<file path="config.mk">
export PLATFORM = sky130hd
export DESIGN_NAME = device_command_tracker
export DESIGN_NICKNAME = d
export VERILOG_FILES = /design/src/rtl/dct_pkg.sv /design/src/rtl/dct_datapath.sv /design/src/rtl/dct_ctrl.sv /design/src/rtl/device_command_tracker.sv
export SDC_FILE = /design/constraint.sdc
export NUM_CORES = 2
export LEC_CHECK = 0
export ABC_AREA = 0
export CORE_MARGIN = 1
export CORE_UTILIZATION = 41
export CTS_CLUSTER_SIZE = 28
export DETAILED_ROUTE_END_ITERATION = 6
export DONT_BUFFER_PORTS = 1
export SLEW_MARGIN = 20
export SYNTH_ARGS = -nofsm -noshare
export SYNTH_HDL_FRONTEND = slang
export SYNTH_SLANG_ARGS = --single-unit
</file>
<file path="constraint.sdc">
create_clock -name clk -period 36.6 [get_ports clk]
set_clock_uncertainty 0.2 [all_clocks]
set_input_delay 1.83 -clock clk [delete_from_list [all_inputs] [get_ports clk]]
set_output_delay 1.83 -clock clk [all_outputs]
set_load 0.01 [all_outputs]
</file>
<file path="src/rtl/dct_pkg.sv">
// dct_pkg: shared types, codes and register addresses for device_command_tracker.
// No dependencies.
package dct_pkg;
  localparam int MaxDevicesDefault = 16;

  localparam logic [1:0] ACT_ADD  = 2'd0;
  localparam logic [1:0] ACT_SEND = 2'd1;
  localparam logic [1:0] ACT_RESP = 2'd2;
  localparam logic [1:0] ACT_TICK = 2'd3;

  localparam logic [2:0] KIND_ACK  = 3'd0;
  localparam logic [2:0] KIND_TX   = 3'd1;
  localparam logic [2:0] KIND_HOST = 3'd2;
  localparam logic [2:0] KIND_OFF  = 3'd3;
  localparam logic [2:0] KIND_END  = 3'd4;

  localparam logic [1:0] ST_OK       = 2'd0;
  localparam logic [1:0] ST_BUSY     = 2'd1;
  localparam logic [1:0] ST_NOTFOUND = 2'd2;
  localparam logic [1:0] ST_FULL     = 2'd3;

  localparam logic [1:0] PH_IDLE    = 2'd0;
  localparam logic [1:0] PH_STANDBY = 2'd1;
  localparam logic [1:0] PH_RUN     = 2'd2;
  localparam logic [1:0] PH_DONE    = 2'd3;

  localparam logic [2:0] REG_HB_INT   = 3'd0;
  localparam logic [2:0] REG_CMD_TO   = 3'd1;
  localparam logic [2:0] REG_HB_RETRY = 3'd2;
  localparam logic [2:0] REG_MAX_RTY  = 3'd3;
  localparam logic [2:0] REG_DEF_CH   = 3'd4;
  localparam logic [2:0] REG_HB_CODE  = 3'd5;
  localparam logic [2:0] REG_AB_CODE  = 3'd6;
  localparam logic [2:0] REG_MR_CODE  = 3'd7;

  typedef struct packed {
    logic [31:0] hb_interval;
    logic [31:0] cmd_retry_wait;
    logic [31:0] hb_retry_wait;
    logic [7:0]  max_retries;
    logic [7:0]  def_channel;
    logic [7:0]  hb_code;
    logic [7:0]  ab_code;
    logic [7:0]  mr_code;
  } cfg_t;

  // one table entry
  typedef struct packed {
    logic [15:0] id;
    logic [7:0]  channel;
    logic [7:0]  command;
    logic [31:0] tag;
    logic [7:0]  reply;
    logic [1:0]  phase;
    logic [7:0]  retries;
    logic [31:0] stamp;
  } entry_t;

  // controller -> datapath
  typedef struct packed {
    logic       latch_in;  // capture accepted word
    logic       rd;        // fetch entry at index
    logic       eval;      // process fetched entry (act per action)
    logic       shift;     // move entry idx+1 down to idx
    logic       append;    // write new entry at count
    logic       emit_ack;  // emit ack for add/send
    logic       emit_end;  // emit scan end
  } dct_cmd_t;

  // datapath -> controller
  typedef struct packed {
    logic       hit;       // fetched entry id matches
    logic       removed;   // eval removed the entry
    logic       at_end;    // index reached count
    logic       shift_done;
    logic       full;
    logic       found;     // search hit an entry for this word
  } dct_stat_t;
endpackage

</file>
<file path="src/rtl/dct_datapath.sv">
// dct_datapath: entry memory, scan index, per-entry evaluation and result register.
// Depends on dct_pkg.
module dct_datapath import dct_pkg::*; #(
  parameter int MaxDevices = MaxDevicesDefault
) (
  input  logic        clk,
  input  logic        rst_n,
  input  cfg_t        cfg,
  input  dct_cmd_t    cmd,
  output dct_stat_t   stat,
  input  logic [1:0]  in_action,
  input  logic [15:0] in_device_id,
  input  logic [7:0]  in_command,
  input  logic [31:0] in_tag,
  input  logic [7:0]  in_reply,
  input  logic [31:0] in_now_time,
  input  logic        in_link_ready,
  input  logic        in_host_ready,
  output logic        out_valid,
  output logic [2:0]  out_kind,
  output logic [1:0]  out_status,
  output logic [15:0] out_out_id,
  output logic [7:0]  out_out_channel,
  output logic [7:0]  out_out_command,
  output logic [31:0] out_out_tag,
  output logic [7:0]  out_out_reply,
  output logic        out_last
);
  localparam int IW = (MaxDevices > 1) ? $clog2(MaxDevices) : 1;
  localparam int CW = $clog2(MaxDevices + 1);

  entry_t      mem [MaxDevices];
  entry_t      ent_r;
  logic [CW-1:0] idx_r, cnt_r, scan_r;
  logic [1:0]  act_r;
  logic [15:0] id_r;
  logic [7:0]  cmd_r, rep_r;
  logic [31:0] tag_r, now_r;
  logic        link_r, host_r, found_r;

  logic [IW-1:0] ix, ix1;
  assign ix  = idx_r[IW-1:0];
  assign ix1 = IW'(idx_r + CW'(1));

  // evaluation of fetched entry
  entry_t      ent_nxt;
  logic        wr_ent, rm, emit;
  logic [2:0]  ekind;
  logic [31:0] elapsed, limit;
  logic [7:0]  rty_inc;
  logic        id_hit;

  assign id_hit  = ent_r.id == id_r;
  assign elapsed = now_r - ent_r.stamp;
  assign limit   = (ent_r.command != cfg.hb_code) ? cfg.cmd_retry_wait : cfg.hb_retry_wait;
  assign rty_inc = ent_r.retries + 8'd1;

  always_comb begin
    ent_nxt = ent_r;
    wr_ent  = 1'b0;
    rm      = 1'b0;
    emit    = 1'b0;
    ekind   = KIND_TX;
    unique case (act_r)
      ACT_SEND: begin
        if (id_hit && ent_r.phase == PH_IDLE) begin
          ent_nxt.command = cmd_r;
          ent_nxt.tag     = tag_r;
          ent_nxt.reply   = 8'd0;
          ent_nxt.phase   = PH_STANDBY;
          wr_ent = 1'b1;
        end
      end
      ACT_RESP: begin
        if (id_hit) begin
          if (ent_r.command == cmd_r && ent_r.tag == tag_r) begin
            ent_nxt.reply = rep_r;
            ent_nxt.phase = PH_DONE;
            wr_ent = 1'b1;
          end else if (cmd_r == cfg.ab_code && tag_r == 32'd0) begin
            ent_nxt.command = cmd_r;
            ent_nxt.reply   = rep_r;
            ent_nxt.phase   = PH_DONE;
            wr_ent = 1'b1;
          end
        end
      end
      ACT_TICK: begin
        unique case (ent_r.phase)
          PH_IDLE: if (elapsed > cfg.hb_interval) begin
            ent_nxt.phase   = PH_STANDBY;
            ent_nxt.command = cfg.hb_code;
            ent_nxt.reply   = 8'd0;
            ent_nxt.tag     = 32'd0;
            wr_ent = 1'b1;
          end
          PH_STANDBY: if (link_r) begin
            emit  = 1'b1;
            ekind = KIND_TX;
            ent_nxt.phase = PH_RUN;
            ent_nxt.stamp = now_r;
            wr_ent = 1'b1;
          end
          PH_RUN: if (elapsed >= limit) begin
            ent_nxt.phase   = PH_STANDBY;
            ent_nxt.retries = rty_inc;
            wr_ent = 1'b1;
            if (rty_inc >= cfg.max_retries) begin
              rm     = 1'b1;
              wr_ent = 1'b0;
              emit   = 1'b1;
              ekind  = KIND_OFF;
            end
          end
          default: begin
            ent_nxt.stamp = now_r;
            wr_ent = 1'b1;
            if (ent_r.command != cfg.hb_code) begin
              if (host_r) begin
                emit  = 1'b1;
                ekind = KIND_HOST;
                ent_nxt.retries = 8'd0;
                if (ent_r.reply == cfg.mr_code) ent_nxt.phase = PH_RUN;
                else begin
                  ent_nxt.phase = PH_IDLE; ent_nxt.tag = 32'd0;
                  ent_nxt.command = 8'd0;  ent_nxt.reply = 8'd0;
                end
              end
            end else begin
              ent_nxt.phase = PH_IDLE; ent_nxt.tag = 32'd0;
              ent_nxt.command = 8'd0;  ent_nxt.reply = 8'd0;
              ent_nxt.retries = 8'd0;
            end
          end
        endcase
      end
      default: ;
    endcase
  end

  assign stat.hit        = id_hit;
  assign stat.removed    = rm;
  assign stat.at_end     = idx_r >= cnt_r;
  assign stat.shift_done = (idx_r + CW'(1)) >= cnt_r;
  assign stat.full       = cnt_r >= CW'(MaxDevices);
  assign stat.found      = found_r;

  entry_t new_ent;
  always_comb begin
    new_ent = '0;
    new_ent.id      = id_r;
    new_ent.channel = cfg.def_channel;
  end

  // entry memory: one write port, registered read
  always_ff @(posedge clk) begin
    if (cmd.append) mem[cnt_r[IW-1:0]] <= new_ent;
    else if (cmd.shift) mem[ix] <= mem[ix1];
    else if (cmd.eval && wr_ent) mem[ix] <= ent_nxt;
    if (cmd.rd) ent_r <= mem[ix];
  end

  // removal: idx walks the tail as shift pointer, then returns to the
  // removed slot so the entry moved into it is scanned next
  always_ff @(posedge clk) begin
    if (!rst_n) begin
      idx_r     <= '0;
      cnt_r     <= '0;
      scan_r    <= '0;
      out_valid <= 1'b0;
    end else begin
      out_valid <= 1'b0;
      if (cmd.eval && rm) scan_r <= idx_r;
      if (cmd.latch_in) idx_r <= '0;
      else if (cmd.shift && stat.shift_done) idx_r <= cmd.eval ? idx_r : scan_r;
      else if (cmd.shift) idx_r <= idx_r + CW'(1);
      else if (cmd.eval) idx_r <= idx_r + CW'(1);
      if (cmd.append) cnt_r <= cnt_r + CW'(1);
      if (cmd.shift && stat.shift_done) cnt_r <= cnt_r - CW'(1);
      if (cmd.eval && act_r == ACT_TICK && emit) out_valid <= 1'b1;
      if (cmd.emit_ack || cmd.emit_end) out_valid <= 1'b1;
    end
  end

  // capture word and found flag
  always_ff @(posedge clk) begin
    if (cmd.latch_in) begin
      act_r <= in_action; id_r <= in_device_id; cmd_r <= in_command;
      tag_r <= in_tag; rep_r <= in_reply; now_r <= in_now_time;
      link_r <= in_link_ready; host_r <= in_host_ready;
      found_r <= 1'b0;
    end else if (cmd.eval && act_r != ACT_TICK && id_hit && !found_r) begin
      found_r <= 1'b1;
    end
  end

  // result register
  always_ff @(posedge clk) begin
    if (cmd.eval && act_r == ACT_TICK) begin
      out_kind        <= ekind;
      out_status      <= ST_OK;
      out_out_id      <= ent_r.id;
      out_out_channel <= (ekind == KIND_TX) ? ent_r.channel : 8'd0;
      out_out_command <= (ekind == KIND_OFF) ? 8'd0 : ent_r.command;
      out_out_tag     <= (ekind == KIND_OFF) ? 32'd0 : ent_r.tag;
      out_out_reply   <= (ekind == KIND_HOST) ? ent_r.reply : 8'd0;
      out_last        <= 1'b0;
    end else if (cmd.emit_ack) begin
      out_kind        <= KIND_ACK;
      out_out_id      <= id_r;
      out_out_channel <= 8'd0;
      out_out_command <= 8'd0;
      out_out_reply   <= 8'd0;
      out_out_tag     <= 32'd0;
      out_last        <= 1'b1;
      // ent_r still holds the matched entry as it was before the send
      if (act_r == ACT_ADD) out_status <= (!found_r && stat.full) ? ST_FULL : ST_OK;
      else if (!found_r) out_status <= ST_NOTFOUND;
      else if (ent_r.phase != PH_IDLE) begin
        out_status <= ST_BUSY;
        out_out_tag <= tag_r;
      end else out_status <= ST_OK;
    end else if (cmd.emit_end) begin
      out_kind <= KIND_END; out_status <= ST_OK; out_out_id <= 16'd0;
      out_out_channel <= 8'd0; out_out_command <= 8'd0; out_out_tag <= 32'd0;
      out_out_reply <= 8'd0; out_last <= 1'b1;
    end
  end
endmodule

</file>
<file path="src/rtl/dct_ctrl.sv">
// dct_ctrl: sequencer for add, send, response and tick scan.
// Depends on dct_pkg.
module dct_ctrl import dct_pkg::*; (
  input  logic       clk,
  input  logic       rst_n,
  input  logic       start,
  input  logic [1:0] in_action,
  input  dct_stat_t  stat,
  output dct_cmd_t   cmd,
  output logic       busy
);
  typedef enum logic [2:0] {
    S_IDLE, S_FETCH, S_EVAL, S_SHIFT, S_FIN, S_ACK
  } state_t;

  state_t     state_r;
  logic [1:0] act_r;

  always_comb begin
    cmd = '0;
    busy = state_r != S_IDLE;
    unique case (state_r)
      S_IDLE:  cmd.latch_in = start;
      S_FETCH: cmd.rd = !stat.at_end;
      S_EVAL:  begin
        cmd.eval  = 1'b1;
        cmd.shift = stat.removed;
      end
      S_SHIFT: cmd.shift = 1'b1;
      S_FIN: begin
        cmd.append   = act_r == ACT_ADD && !stat.found && !stat.full;
        cmd.emit_ack = act_r == ACT_ADD || act_r == ACT_SEND;
        cmd.emit_end = act_r == ACT_TICK;
      end
      default: ;
    endcase
  end

  always_ff @(posedge clk) begin
    if (!rst_n) begin
      state_r <= S_IDLE;
      act_r   <= ACT_ADD;
    end else begin
      unique case (state_r)
        S_IDLE: if (start) begin
          act_r <= in_action;
          state_r <= S_FETCH;
        end
        S_FETCH: state_r <= stat.at_end ? S_FIN : S_EVAL;
        S_EVAL: begin
          if (stat.removed) state_r <= stat.shift_done ? S_FETCH : S_SHIFT;
          else if (act_r != ACT_TICK && stat.hit) state_r <= S_ACK;
          else state_r <= S_FETCH;
        end
        S_SHIFT: if (stat.shift_done) state_r <= S_FETCH;
        S_ACK: state_r <= S_FIN;
        S_FIN: state_r <= S_IDLE;
        default: state_r <= S_IDLE;
      endcase
    end
  end
endmodule

</file>
<file path="src/rtl/device_command_tracker.sv">
// device_command_tracker: table of remote devices with one command slot each.
// Add/send: entries are searched in turn up to a hit or the end, then an ack strobe; a
// response likewise without strobe. Tick: all entries are evaluated, then scan end; a
// removal shifts the tail. One word at a time; busy from accept through the last strobe.
// Synchronous active-low reset clears the table and loads register defaults;
// results cannot be stalled by the receiver. Depends on dct_pkg, dct_ctrl, dct_datapath.
module device_command_tracker import dct_pkg::*; #(
  parameter int MaxDevices = MaxDevicesDefault
) (
  input  logic        clk,
  input  logic        rst_n,
  input  logic        start,
  output logic        busy,
  input  logic [1:0]  in_action,
  input  logic [15:0] in_device_id,
  input  logic [7:0]  in_command,
  input  logic [31:0] in_tag,
  input  logic [7:0]  in_reply,
  input  logic [31:0] in_now_time,
  input  logic        in_link_ready,
  input  logic        in_host_ready,
  output logic        out_valid,
  output logic [2:0]  out_kind,
  output logic [1:0]  out_status,
  output logic [15:0] out_out_id,
  output logic [7:0]  out_out_channel,
  output logic [7:0]  out_out_command,
  output logic [31:0] out_out_tag,
  output logic [7:0]  out_out_reply,
  output logic        out_last,
  input  logic        psel,
  input  logic        penable,
  input  logic        pwrite,
  input  logic [4:0]  paddr,
  input  logic [31:0] pwdata,
  output logic [31:0] prdata,
  output logic        pready
);
  cfg_t      cfg_r;
  dct_cmd_t  cmd;
  dct_stat_t stat;
  logic      busy_c;
  logic [2:0] ridx;

  assign pready = 1'b1;
  assign ridx   = paddr[4:2];

  // register file
  always_ff @(posedge clk) begin
    if (!rst_n) begin
      cfg_r.hb_interval    <= 32'd60;
      cfg_r.cmd_retry_wait <= 32'd10;
      cfg_r.hb_retry_wait  <= 32'd5;
      cfg_r.max_retries    <= 8'd3;
      cfg_r.def_channel    <= 8'd0;
      cfg_r.hb_code        <= 8'd1;
      cfg_r.ab_code        <= 8'd2;
      cfg_r.mr_code        <= 8'd3;
    end else if (psel && penable && pwrite) begin
      unique case (ridx)
        REG_HB_INT:   cfg_r.hb_interval    <= pwdata;
        REG_CMD_TO:   cfg_r.cmd_retry_wait <= pwdata;
        REG_HB_RETRY: cfg_r.hb_retry_wait  <= pwdata;
        REG_MAX_RTY:  cfg_r.max_retries    <= pwdata[7:0];
        REG_DEF_CH:   cfg_r.def_channel    <= pwdata[7:0];
        REG_HB_CODE:  cfg_r.hb_code        <= pwdata[7:0];
        REG_AB_CODE:  cfg_r.ab_code        <= pwdata[7:0];
        default:      cfg_r.mr_code        <= pwdata[7:0];
      endcase
    end
  end

  always_comb begin
    unique case (ridx)
      REG_HB_INT:   prdata = cfg_r.hb_interval;
      REG_CMD_TO:   prdata = cfg_r.cmd_retry_wait;
      REG_HB_RETRY: prdata = cfg_r.hb_retry_wait;
      REG_MAX_RTY:  prdata = {24'd0, cfg_r.max_retries};
      REG_DEF_CH:   prdata = {24'd0, cfg_r.def_channel};
      REG_HB_CODE:  prdata = {24'd0, cfg_r.hb_code};
      REG_AB_CODE:  prdata = {24'd0, cfg_r.ab_code};
      default:      prdata = {24'd0, cfg_r.mr_code};
    endcase
  end

  // busy also covers the final result strobe
  assign busy = busy_c || out_valid;

  dct_ctrl u_ctrl (
    .clk, .rst_n, .start(start && !busy), .in_action, .stat, .cmd, .busy(busy_c)
  );

  dct_datapath #(.MaxDevices(MaxDevices)) u_dp (
    .clk, .rst_n, .cfg(cfg_r), .cmd, .stat,
    .in_action, .in_device_id, .in_command, .in_tag, .in_reply, .in_now_time,
    .in_link_ready, .in_host_ready,
    .out_valid, .out_kind, .out_status, .out_out_id, .out_out_channel,
    .out_out_command, .out_out_tag, .out_out_reply, .out_last
  );
endmodule
</file>
==> impl_metrics.json <==
{
  "htree_levels": 4,
  "drv_slew": 0,
  "cellPowerDensity_nw_per_um2": 45.55,
  "drt_first_pass_iters": 6,
  "hold_viol_final": 0,
  "row_count": 187,
  "cts_hold_buf": 0,
  "worstSetupStartpoint": "u_dp.now_r[0]$_DFFE_PP_",
  "detail_route.iter0.violations": 7193,
  "yosysWarnings": 0,
  "cts_setup_buffers": 0,
  "start_util_pct": 41.26,
  "post-route-period-util_pct": 30.80,
  "syn_nets": 6647,
  "synthTopCellsByArea": "edfxtp_1 (59%), mux4_2 (22%), dfxtp_1 (3.0%), nand2_1 (2.6%), ha_1 (1.4%)",
  "vias_per_cell": 6.342,
  "grt_use_total_pct": 24.03,
  "synthSimpleGateAreaFrac_pct": 5.709,
  "fin_nets": 6640,
  "yosys.area.top_type": "edfxtp_1",
  "ys_types": 84,
  "cts_tree": "done",
  "crit_path_start_kind": "flip-flop",
  "finalWorstSetupSlack_ns": 25.33,
  "switching_share_pct": 21.14,
  "synthXorXnorAreaFrac_pct": 0.9798,
  "die_area_um2": 263700,
  "wl_mm": 320.5,
  "rsz0062_at_grt": "false",
  "wl_per_cell_um": 31.84,
  "clock-root-buffer": "clkbuf_16",
  "grt_max_degree": 155,
  "critPathKind": "flip-flop to flip-flop",
  "antenna_found_initial": 12,
  "die_w_um": 513.5,
  "synth_top_flop_cell": "edfxtp_1",
  "reg2reg_slack_ns": 25.33,
  "drive_gt1_share_pct": 25.55,
  "grt_pass1_wl_mm": 459.5,
  "numCtsBuffers": 247,
  "pre_cts_slack_ns": 25.64,
  "overflow": 0,
  "synth_edf_count": 2113,
  "fmax_mhz": 88.71,
  "hp-class": "flip-flop to flip-flop",
  "io_pins": 256,
  "synth_compound_area_share_pct": 4.546,
  "synth_top_family_by_area": "multiplexers",
  "syn-instance-count": 6380,
  "synth_seq_cells": 2274,
  "crit_path_end_kind": "flip-flop",
  "cts-resized-gates": 0,
  "final_antenna_net_count": 0,
  "critPathArrivalTime_ns": 11.55,
  "synthAdderAreaFrac_pct": 1.460,
  "finalSetupViolCount": 0,
  "hold_start": "u_dp.scan_r[1]$_SDFFE_PN0P_",
  "cap_violations": 0,
  "power_leakage_uw": 0.03331,
  "cp.required_ns": 36.88,
  "clkSinkCount": 2274,
  "pwr-share-seq_pct": 52.1,
  "setup_tns_ns": 0,
  "grt_pass1_vias": 64359,
  "syn_avg_cell_area_um2": 16.81,
  "timing.rr.start": "u_dp.now_r[0]$_DFFE_PP_",
  "ir_drop_v": 0.00004314,
  "fp.coreArea_um2": 259900,
  "route.detailed.drc": 0,
  "fin_crit_ns": 11.27,
  "slew_headroom_pct": 19.19,
  "die_y_um": 513.5,
  "clockBufferDepth": 4,
  "clock_latency_ns": 0.93,
  "outcome": "finished, final reports clean",
  "crit_fanout": 37,
  "synth_mux_area_share_pct": 23.09,
  "fillers": 21932,
  "vias": 63840,
  "synth_area_um2": 107300,
  "dp_hpwl_mm": 177.3,
  "area.sequential_um2": 66690,
  "switchingPower_uw": 1156,
  "tightest_slew_ns": 1.212,
  "multi_input_area_um2": 38980,
  "ys_seq_area_share_pct": 62.16,
  "clkPwrFrac_pct": 45.3,
  "place_congestion": 0.8586,
  "clk_pin_slew_ns": 0.06,
  "internal_power_uw": 4313,
  "areaGrowthSynthToFinish_pct": 11.94,
  "synth-async-reset-ratio_pct": 0,
  "io_buffer_count": 0,
  "yosys.area.top_type_share_pct": 59.15,
  "p_comb_share_pct": 2.6
}
layout make-up:
cell class / instances / share of cell area [%]
clock inverters: 139 / 1.217
multi-input cells: 3543 / 32.46
repair buffers: 196 / 1.404
flip-flops and latches: 2274 / 55.54
well taps: 3496 / 3.643
clock buffers: 301 / 5.352
diodes: 7 / 0.01459
inverters: 111 / 0.3637
cell families after synthesis:
kind of cell    Yosys count
xor+xnor                120
fa+ha+maj               124
simple gates           1395
other cells               1
buf+inv                 563
mux                    1168
flops                  2274
compound gates          735
sequential cells by signal (all words and copies together) (netlist names), 3 cells and up:
register and count:
u_dp.out_out_command 8, u_dp.cmd_r 8, u_dp.scan_r 5, u_dp.out_out_channel 8, u_dp.now_r 32, u_dp.ent_nxt 24
u_dp.mem 1824, u_dp.ent_r 90, u_dp.out_out_tag 32, u_ctrl.state_r 3, u_dp.out_kind 3, u_dp.tag_r 32
u_dp.id_r 16, u_dp.rep_r 8, u_dp.cnt_r 5, cfg_r 136, u_dp.out_out_id 16, u_dp.idx_r 5
u_dp.out_out_reply 8
per-stage QoR:
stage | util, % | instances | cell area, µm² | hold WS [ns] | power [µW]
4_1_cts | 46.09 | 10058 | 119800 | 0.2675 | 5500
2_1_floorplan | - | 6380 | 107300 | 0.2378 | 2985
5_1_grt | 46.19 | 10064 | 120100 | 0.2872 | 5604
3_5_place_dp | 43.05 | 9618 | 111900 | 0.2551 | 3044
6_report | 46.19 | 10067 | 120100 | 0.2760 | 5469
3_3_place_gp | 43.04 | 9617 | 111900 | 0.2531 | 3043
power by group through the flow:
stage          combinational [µW]  clock (µW)  sequential (µW)
6_report                      141        2480             2850
5_1_grt                       151        2600             2850
4_1_cts                       139        2510             2850
3_5_place_dp                  139           0             2910
3_3_place_gp                  137           0             2910
2_1_floorplan                89.6           0             2900
Yosys cell counts, types with 17 or more instances:
cell / number
nor3_1: 18
nand4_1: 29
nor2b_1: 52
nand2_1: 737
buf_2: 41
nor2_1: 161
a21oi_1: 188
nand3_1: 297
buf_1: 119
a21o_1: 20
nor4_1: 22
edfxtp_1: 2113
o31ai_1: 37
dfxtp_1: 161
clkbuf_1: 284
a21boi_0: 101
a31oi_1: 32
mux2i_1: 119
o21ai_1: 17
o22ai_1: 26
xor2_1: 50
o211ai_1: 25
a22oi_1: 70
o21ai_0: 92
xnor2_1: 70
mux4_2: 1045
ha_1: 122
inv_1: 109
a22o_1: 50
and3_1: 23
worst max-delay path, cell delays in order (launching register included):
cell and delay (ns):
edfxtp_1 0.38, inv_1 0.07, ha_1 0.17, inv_1 0.06, fa_1 0.43, a211oi_1 0.28
o211ai_1 0.14, a221oi_1 0.84, o21ai_0 0.43, a31oi_1 0.71, o21ai_0 0.33, o41ai_1 0.46
o21ai_0 0.17, xor2_1 0.37, ha_1 0.20, nand4_1 0.13, o21ai_0 0.89, a31oi_1 0.26
nor3b_1 0.48, o311a_2 0.21, buf_4 0.63, o21ai_1 0.42, o22ai_4 0.95, buf_4 0.73
buf_4 0.80
final timing paths:
kind | to | cells past startpoint
setup / recovery | u_dp.mem[7][25]$_DFFE_PP_ | 24
hold / removal | u_dp.idx_r[1]$_SDFFE_PP0P_ | 2
setup reg to reg | u_dp.mem[7][25]$_DFFE_PP_ | 24
hold reg to reg | u_dp.idx_r[1]$_SDFFE_PP0P_ | 2
cell usage in the layout, fill, tap and decap left out, types with 13 or more instances in the layout:
| cell | netlist | routed |
|---|---|---|
| bufinv_16 | 0 | 28 |
| nor4_1 | 22 | 21 |
| a31oi_2 | 0 | 24 |
| a21o_1 | 20 | 20 |
| o21ai_0 | 92 | 88 |
| nor2b_1 | 52 | 51 |
| o22ai_4 | 0 | 16 |
| and3_1 | 23 | 23 |
| a211oi_1 | 14 | 13 |
| a21oi_1 | 188 | 182 |
| o21ai_1 | 17 | 19 |
| mux2i_1 | 119 | 119 |
| clkinvlp_4 | 0 | 14 |
| a22o_1 | 50 | 50 |
| nor3_1 | 18 | 16 |
| inv_1 | 109 | 107 |
| ha_1 | 122 | 121 |
| clkbuf_1 | 284 | 52 |
| nand2_1 | 737 | 732 |
| xnor2_1 | 70 | 68 |
| nand3_1 | 297 | 297 |
| clkinv_2 | 0 | 30 |
| buf_4 | 2 | 180 |
| nor2_1 | 161 | 157 |
| a21boi_0 | 101 | 100 |
| xor2_1 | 50 | 49 |
| o211ai_1 | 25 | 25 |
| clkbuf_16 | 0 | 249 |
| clkinv_1 | 1 | 58 |
| nand2b_1 | 14 | 14 |
| edfxtp_1 | 2113 | 2113 |
| nand4_1 | 29 | 29 |
| mux4_2 | 1045 | 1045 |
| a22oi_1 | 70 | 70 |
| dfxtp_1 | 161 | 157 |
| o31ai_1 | 37 | 36 |
| o21a_1 | 14 | 13 |
metal layers:
metal  vias up  wire length, µm  GRT usage, %
met3       534            29010         4.666
li1      25978                -             -
met5         -               13             0
met2      3288           151000         38.19
met1     34038           129400         33.30
met4         2            11120         7.761
(Power assumes the default switching activity.)
